--- src/rtl/srast_pkg.sv ---
// shared constants, types and the command word passed from front to back
// of the segment overlap rasterizer; no dependencies
`default_nettype none

package srast_pkg;

  localparam int GRID_SIDE = 1024;
  localparam int COORD_W   = 10;
  localparam int CELLS     = GRID_SIDE * GRID_SIDE;
  localparam int CELL_AW   = $clog2(CELLS);
  localparam int HIT_W     = 2;
  localparam int TOTAL_W   = 21;

  localparam logic [HIT_W-1:0]   HIT_ONE   = HIT_W'(1);
  localparam logic [HIT_W-1:0]   HIT_SAT   = HIT_W'(2);
  localparam logic [TOTAL_W-1:0] TOTAL_MAX = '1;

  typedef logic [COORD_W-1:0] coord_t;
  typedef logic [CELL_AW-1:0] cell_addr_t;

  // one classified segment: start cell, per-step address offset, steps left
  typedef struct packed {
    logic       rejected;
    cell_addr_t start_addr;
    cell_addr_t step;
    coord_t     len;
  } seg_cmd_t;

endpackage

`default_nettype wire

--- src/rtl/srast_front.sv ---
// front end: accepts segments, classifies slope and range, computes the start
// cell and step, and queues commands for the back end; uses srast_pkg
`default_nettype none

module srast_front (
  input  wire logic                 clk,
  input  wire logic                 rst_n,
  input  wire logic                 in_valid,
  output logic                      in_stall,
  input  wire srast_pkg::coord_t    in_start_x,
  input  wire srast_pkg::coord_t    in_start_y,
  input  wire srast_pkg::coord_t    in_end_x,
  input  wire srast_pkg::coord_t    in_end_y,
  input  wire logic                 hold,
  output logic                      cmd_valid,
  output srast_pkg::seg_cmd_t       cmd,
  input  wire logic                 cmd_pop
);

  import srast_pkg::*;

  localparam cell_addr_t ROW_STEP = CELL_AW'(GRID_SIDE);
  localparam cell_addr_t COL_STEP = CELL_AW'(1);

  coord_t     dx, dy;
  logic       off_grid, bad_slope;
  logic       xup, yup;
  cell_addr_t xstep, ystep;
  seg_cmd_t   new_cmd;
  logic       push;

  seg_cmd_t   q_r [2];
  logic       wr_ptr_r, wr_ptr_nxt;
  logic       rd_ptr_r, rd_ptr_nxt;
  logic [1:0] count_r, count_nxt;

  always_comb begin
    xup = in_end_x >= in_start_x;
    yup = in_end_y >= in_start_y;
    dx  = xup ? in_end_x - in_start_x : in_start_x - in_end_x;
    dy  = yup ? in_end_y - in_start_y : in_start_y - in_end_y;
    off_grid = (32'(in_start_x) >= 32'(GRID_SIDE)) || (32'(in_start_y) >= 32'(GRID_SIDE)) ||
               (32'(in_end_x) >= 32'(GRID_SIDE)) || (32'(in_end_y) >= 32'(GRID_SIDE));
    bad_slope = (dx != '0) && (dy != '0) && (dx != dy);
    // offsets wrap modulo the address width, so a down step is a negated row
    xstep = (dx == '0) ? '0 : (xup ? COL_STEP : '0 - COL_STEP);
    ystep = (dy == '0) ? '0 : (yup ? ROW_STEP : '0 - ROW_STEP);
    new_cmd.rejected   = off_grid || bad_slope;
    new_cmd.start_addr = CELL_AW'(32'(in_start_y) * GRID_SIDE) + CELL_AW'(in_start_x);
    new_cmd.step       = xstep + ystep;
    new_cmd.len        = (dx > dy) ? dx : dy;
  end

  assign in_stall  = (count_r == 2'd2) || hold;
  assign push      = in_valid && !in_stall;
  assign cmd_valid = count_r != 2'd0;
  assign cmd       = q_r[rd_ptr_r];

  always_comb begin
    wr_ptr_nxt = wr_ptr_r ^ push;
    rd_ptr_nxt = rd_ptr_r ^ cmd_pop;
    count_nxt  = count_r + 2'(push) - 2'(cmd_pop);
  end

  always_ff @(posedge clk) begin
    if (!rst_n) begin
      wr_ptr_r <= 1'b0;
      rd_ptr_r <= 1'b0;
      count_r  <= 2'd0;
    end else begin
      wr_ptr_r <= wr_ptr_nxt;
      rd_ptr_r <= rd_ptr_nxt;
      count_r  <= count_nxt;
    end
  end

  always_ff @(posedge clk) begin
    if (push) begin
      q_r[wr_ptr_r] <= new_cmd;
    end
  end

endmodule

`default_nettype wire

--- config.mk ---
export PLATFORM = sky130hd
export DESIGN_NAME = srast_front
export DESIGN_NICKNAME = d
export VERILOG_FILES = /design/src/rtl/srast_pkg.sv /design/src/rtl/srast_front.sv
export SDC_FILE = /design/constraint.sdc
export NUM_CORES = 1
export LEC_CHECK = 0
export ABC_AREA = 1
export BUFFER_PORTS_ARGS = -buffer_cell sky130_fd_sc_hd__buf_2
export CAP_MARGIN = 10
export CORE_MARGIN = 2
export CORE_UTILIZATION = 58
export CTS_CLUSTER_SIZE = 16
export DETAILED_ROUTE_END_ITERATION = 7
export GPL_TIMING_DRIVEN = 0
export PLACE_DENSITY = 0.88
export SETUP_SLACK_MARGIN = 0.02
export SLEW_MARGIN = 15
export SYNTH_ARGS = -nofsm -noshare
export SYNTH_HDL_FRONTEND = slang
export SYNTH_SLANG_ARGS = --single-unit
--- constraint.sdc ---
create_clock -name clk -period 5.2 [get_ports clk]
set_clock_uncertainty 0.2 [all_clocks]
set_input_delay 1.04 -clock clk [delete_from_list [all_inputs] [get_ports clk]]
set_output_delay 1.04 -clock clk [all_outputs]
set_load 0.1 [all_outputs]
# ---- Yosys cells after proc, flatten, opt, wreduce, memory -nomap -nowiden
# Memory sizes are Yosys's and may differ from the RTL's. A register that Yosys moved wholly into a read port is not among the register bits.
# Index checks and enable logic that the tools add are counted.
dict set report totals {
  wordCells 39
  memories 1
  output_inout_bits 53
  regBits 4
  ramBits 102
  in_bits 45
}
# memory words word_bits rd rd_ports_with_merged_regs write_ports line_no
set mem_list {}
lappend mem_list {q_r 2 51 1 1 1 srast_front.sv:32} ;# seg_cmd_t q_r [2];
dict set report op_classes {
  eq_ne 2
  n_mux 10
  n_reduce_logical 10
  n_bitwise 2
  n_addsub 8
  order_cmp 3
}
# op count
set ops {}
lappend ops {{20-bit 2-to-1 mux} 4}
lappend ops {{10-bit subtractor} 4}
lappend ops {{10-bit 2-to-1 mux} 3}
lappend ops {{20-bit by 10-bit adder with 20-bit output} 1}
lappend ops {{20-bit adder} 1}
lappend ops {{10-bit >= comparator} 2}
lappend ops {{10-bit zero test} 2}
lappend ops {{10-bit nonzero test} 2}
lappend ops {{10-bit > comparator} 1}
lappend ops {{10-bit != test} 1}
lappend ops {{1-bit logical AND} 3}
lappend ops {{1-bit 2-to-1 mux} 3}
lappend ops {{2-bit by 1-bit adder with 2-bit output} 1}
lappend ops {{2-bit equality test (second input constant)} 1}
lappend ops {{2-bit nonzero test} 1}
lappend ops {{2-bit by 1-bit subtractor with 2-bit output} 1}
lappend ops {{1-bit bitwise XOR} 2}
lappend ops {{1-bit zero test} 1}
lappend ops {{1-bit logical OR} 1}

# ---- Longest topological paths before layout
dict set report depth {
  depth_word 6
  ltp_mapped 26
  ltp_nobuf 25
}

# ---- Worst setup path after synthesis
# Ideal clock, no wire load.
dict set report synth_timing {
  kind {input to register}
  start {input in_end_x[0]}
  end {memory q_r[0][9] in the netlist's numbering (data pin)}
  setup_time_ns 0.269
  path_buffers 1
  stages 25
  t_arrival_ns 3.663
  path_slack_ns 1.068
  cell_sequence {inv_1 ha_1 inv_1 fa_1 nand2_1 nand2_1 nand3_2 nand2_1 nand2_4 nand2_8 inv_4 nand2_1 nand2_1 inv_2 ha_1 nand2_1 inv_1 nand3_1 nor3_1 o21ai_0 o2111ai_1 nand2_1 inv_1 buf_2 o21ai_0}
}
# element line_no
set synth_lines {}
lappend synth_lines {{start, declared} srast_front.sv:12} ;# input wire srast_pkg::coord_t in_end_x,
lappend synth_lines {{end, declared} srast_front.sv:32}

==> flow_metrics.py <==
metrics = {
    "global_routing": {
        "met2_usage_pct": 40.06,
        "grt_pass1_vias": 4352,
        "busiest_layer": "met2",
        "met3_usage_pct": 2.381,
        "grt_max_degree": 23,
        "track_usage_pct": 23.70,
        "antenna_found_initial": 1,
        "met1_usage_pct": 31.84,
        "grt_overflow": 0,
        "grt_pass1_wl_um": 20340,
    },
    "worst_setup_path": {
        "worst_r2r_path_depth": 5,
        "critical_path.max_stage_delay_ps": 430,
        "slowest_stage": "fa_1",
        "cpMostUsedCell": "nand2_1",
        "startpoint": "in_end_x[0]",
        "crit_required_ps": 5080,
        "cp-endpoint": "q_r[0][5]",
        "cp.arrival_ps": 4450,
        "timing.reg2reg.setup_slack_ps": 3220,
        "critPathKind": "in -> reg",
        "startpoint_type": "primary input",
        "timing.rr.start": "count_r[1]",
        "crit_path_end_kind": "flop",
        "r2r_end": "q_r[0][45]",
        "cp_max_fo": 10,
    },
    "routing": {
        "vias": 4881,
        "first_iter_violations": 330,
        "first_pass_iters": 5,
        "wl_um": 12900,
        "drc_errors": 0,
        "ant_nets": 0,
        "wl_per_cell_um": 13.38,
        "vias_per_cell": 5.063,
    },
    "logic_synthesis": {
        "syn_nets": 816,
        "synth_area_leaders": "edfxtp_1, nand2_1, ha_1",
        "ys_ff_latch": 75,
        "yosys.area.top_type": "edfxtp_1",
        "synth.most_common_cell": "nand2_1",
        "avgSynthCellArea_sq_um": 8.156,
        "yosysWarnings": 0,
        "synth_flop_cell": "edfxtp_1",
        "synth-edff-count": 70,
        "syn-cell-area_sq_um": 5832,
        "synth_seq_area_share_pct": 37.76,
        "synthDistinctLibCells": 35,
        "synth_cells": 715,
        "synthTopCellsByCount": "nand2_1, inv_1, edfxtp_1",
        "synthArstFlopShare_pct": 0,
        "synth_top_cell_area_share_pct": 36.04,
    },
    "die": {
        "die_x_um": 104.3,
        "ios": 98,
        "row_count": 36,
        "fp.coreArea_sq_um": 9774,
        "start_util_pct": 59.66,
        "die_h_um": 104.3,
        "dieArea_sq_um": 10870,
    },
    "sta": {
        "fin_tns_setup_ps": 0,
        "max_freq_mhz": 218.8,
        "period_share_pct": 87.88,
        "fin_crit_ps": 4570,
        "rsz0062_at_grt": "no",
        "slew_violations": 0,
        "setup_ws_ps": 630.2,
        "tightest_slew_ps": 592.0,
        "setup_viol": 0,
        "hold_viol": 0,
        "max_slew_margin_pct": 60.53,
    },
    "clock_tree": {
        "cts_tree": "yes",
        "cts_buffers": 9,
        "clk_path_buf_depth": 2,
        "cts_hold_buf": 0,
        "cts_root_buf": "clkbuf_8",
        "h-tree-depth": 3,
        "clock_sinks": 75,
        "cts_resized": 0,
        "cts_setup_buffers": 0,
        "clk_pin_slew_worst_paths_ps": 70,
        "clkLatencyLatePin_ps": 340,
    },
    "finish": {
        "final_nets": 926,
        "area_delta_synth_final_pct": 16.24,
        "drive_gt1_share_pct": 24.22,
    },
    "placed_design": {
        "place_congestion": 0.9104,
        "portBuffers": 97,
        "dpl.hpwl_um": 10080,
        "place_ws_ps": 347.7,
    },
    "pwr": {
        "max-vdd-ir-drop_mv": 0.2533,
        "power_density_nw_per_um2": 343.6,
        "power.leakage_nw": 3.477,
    },
    "run": {
        "drv_cap": 0,
    },
    "min_path": {
        "hold_start": "rd_ptr_r",
        "hold_class": "reg -> reg",
    },
    "status": {
        "outcome": "finished clean",
    },
}
## flip-flops by register name, indices dropped and copies added (netlist names), named ones only
name and flops:
q_r 70, count_r 2, rd_ptr_r 1, wr_ptr_r 1
## cell families (layout without fill, tap and decap cells)
family	Yosys count	after routing	share of synthesized area (%)
DFF	75	75	37.76
adders and majority gates	56	56	12.53
AOI/OAI and AO/OA	42	42	4.098
muxes	35	35	6.758
and+or+nand+nor	339	339	25.64
other	0	1	0
buffers and inverters	155	270	11.26
xor gates and xnor gates	13	13	1.952
## metal layers
metal / part of all wire, % / wire length [um]
met3: 4.9 / 637
met4: 1.5 / 191
met2: 48 / 6209
met1: 45 / 5863
met5: 0 / 0
## placed cells by master, fill, tap and decap left out, types with 2 or more instances in the layout
cell	n
inv_4	2
ha_1	50
buf_4	18
nor2_1	31
inv_2	3
a21oi_1	21
buf_16	2
buf_1	2
clkinv_1	2
nand3b_1	3
nor2_4	2
xnor2_1	4
nand4_1	7
buf_2	99
clkbuf_1	4
nand3_2	4
ha_2	2
o21ai_0	14
nand2_2	8
edfxtp_1	70
clkbuf_8	9
fa_1	4
nand2_1	223
dfxtp_1	5
inv_1	125
nand2_8	2
bufinv_16	3
xor2_1	9
nand3_1	48
nor2_2	5
nand2_4	3
o21bai_1	4
mux2_2	35
## worst min-delay path by stage
stage | endpoint | slack (ps) | depth (start not counted)
3_5_place_dp | rd_ptr_r | 350 | 2
3_3_place_gp | flop | 300 | 2
2_1_floorplan | flop | 280 | 2
6_report | rd_ptr_r | 370 | 2
5_1_grt | rd_ptr_r | 400 | 2
4_1_cts | rd_ptr_r | 380 | 2
## per-stage QoR
| stage | utilization (%) | cells | area [sq um] | hold slack (ps) | power [mW] |
|---|---|---|---|---|---|
| 2_1_floorplan | - | 715 | 5832 | 279.9 | 1.610 |
| 3_3_place_gp | 66.33 | 945 | 6484 | 301.1 | 1.784 |
| 3_5_place_dp | 66.95 | 947 | 6544 | 347.3 | 1.813 |
| 4_1_cts | 69.33 | 963 | 6777 | 375.2 | 2.332 |
| 5_1_grt | 69.35 | 964 | 6779 | 402.5 | 2.448 |
| 6_report | 69.35 | 964 | 6779 | 372.1 | 2.329 |
## critical path: cells and delay by family
family | cells | cell delay, ps
compound gates | 1 | 420
fa+ha+maj | 3 | 820
buf+inv | 8 | 790
simple gates | 13 | 1360
## where the power goes
group          total, mW  internal, mW  switching, mW  leakage (nW)
clock              0.517         0.317          0.200         0.111
sequential         0.746         0.734         0.0117         0.681
combinational       1.07         0.271          0.796          2.69
total               2.33          1.32           1.01          3.48
## final cells by class
cell class	instances	area, sq um
antenna	1	2.502
buffer	24	160.2
clock buffer	11	131.4
clock inverter	5	101.3
fill	790	2995
inverter	131	496.7
multi-input combinational	485	2978
sequential	75	2202
tap	133	166.4
timing repair buffer	99	540.5
Power figures use the tool's default switching activity.
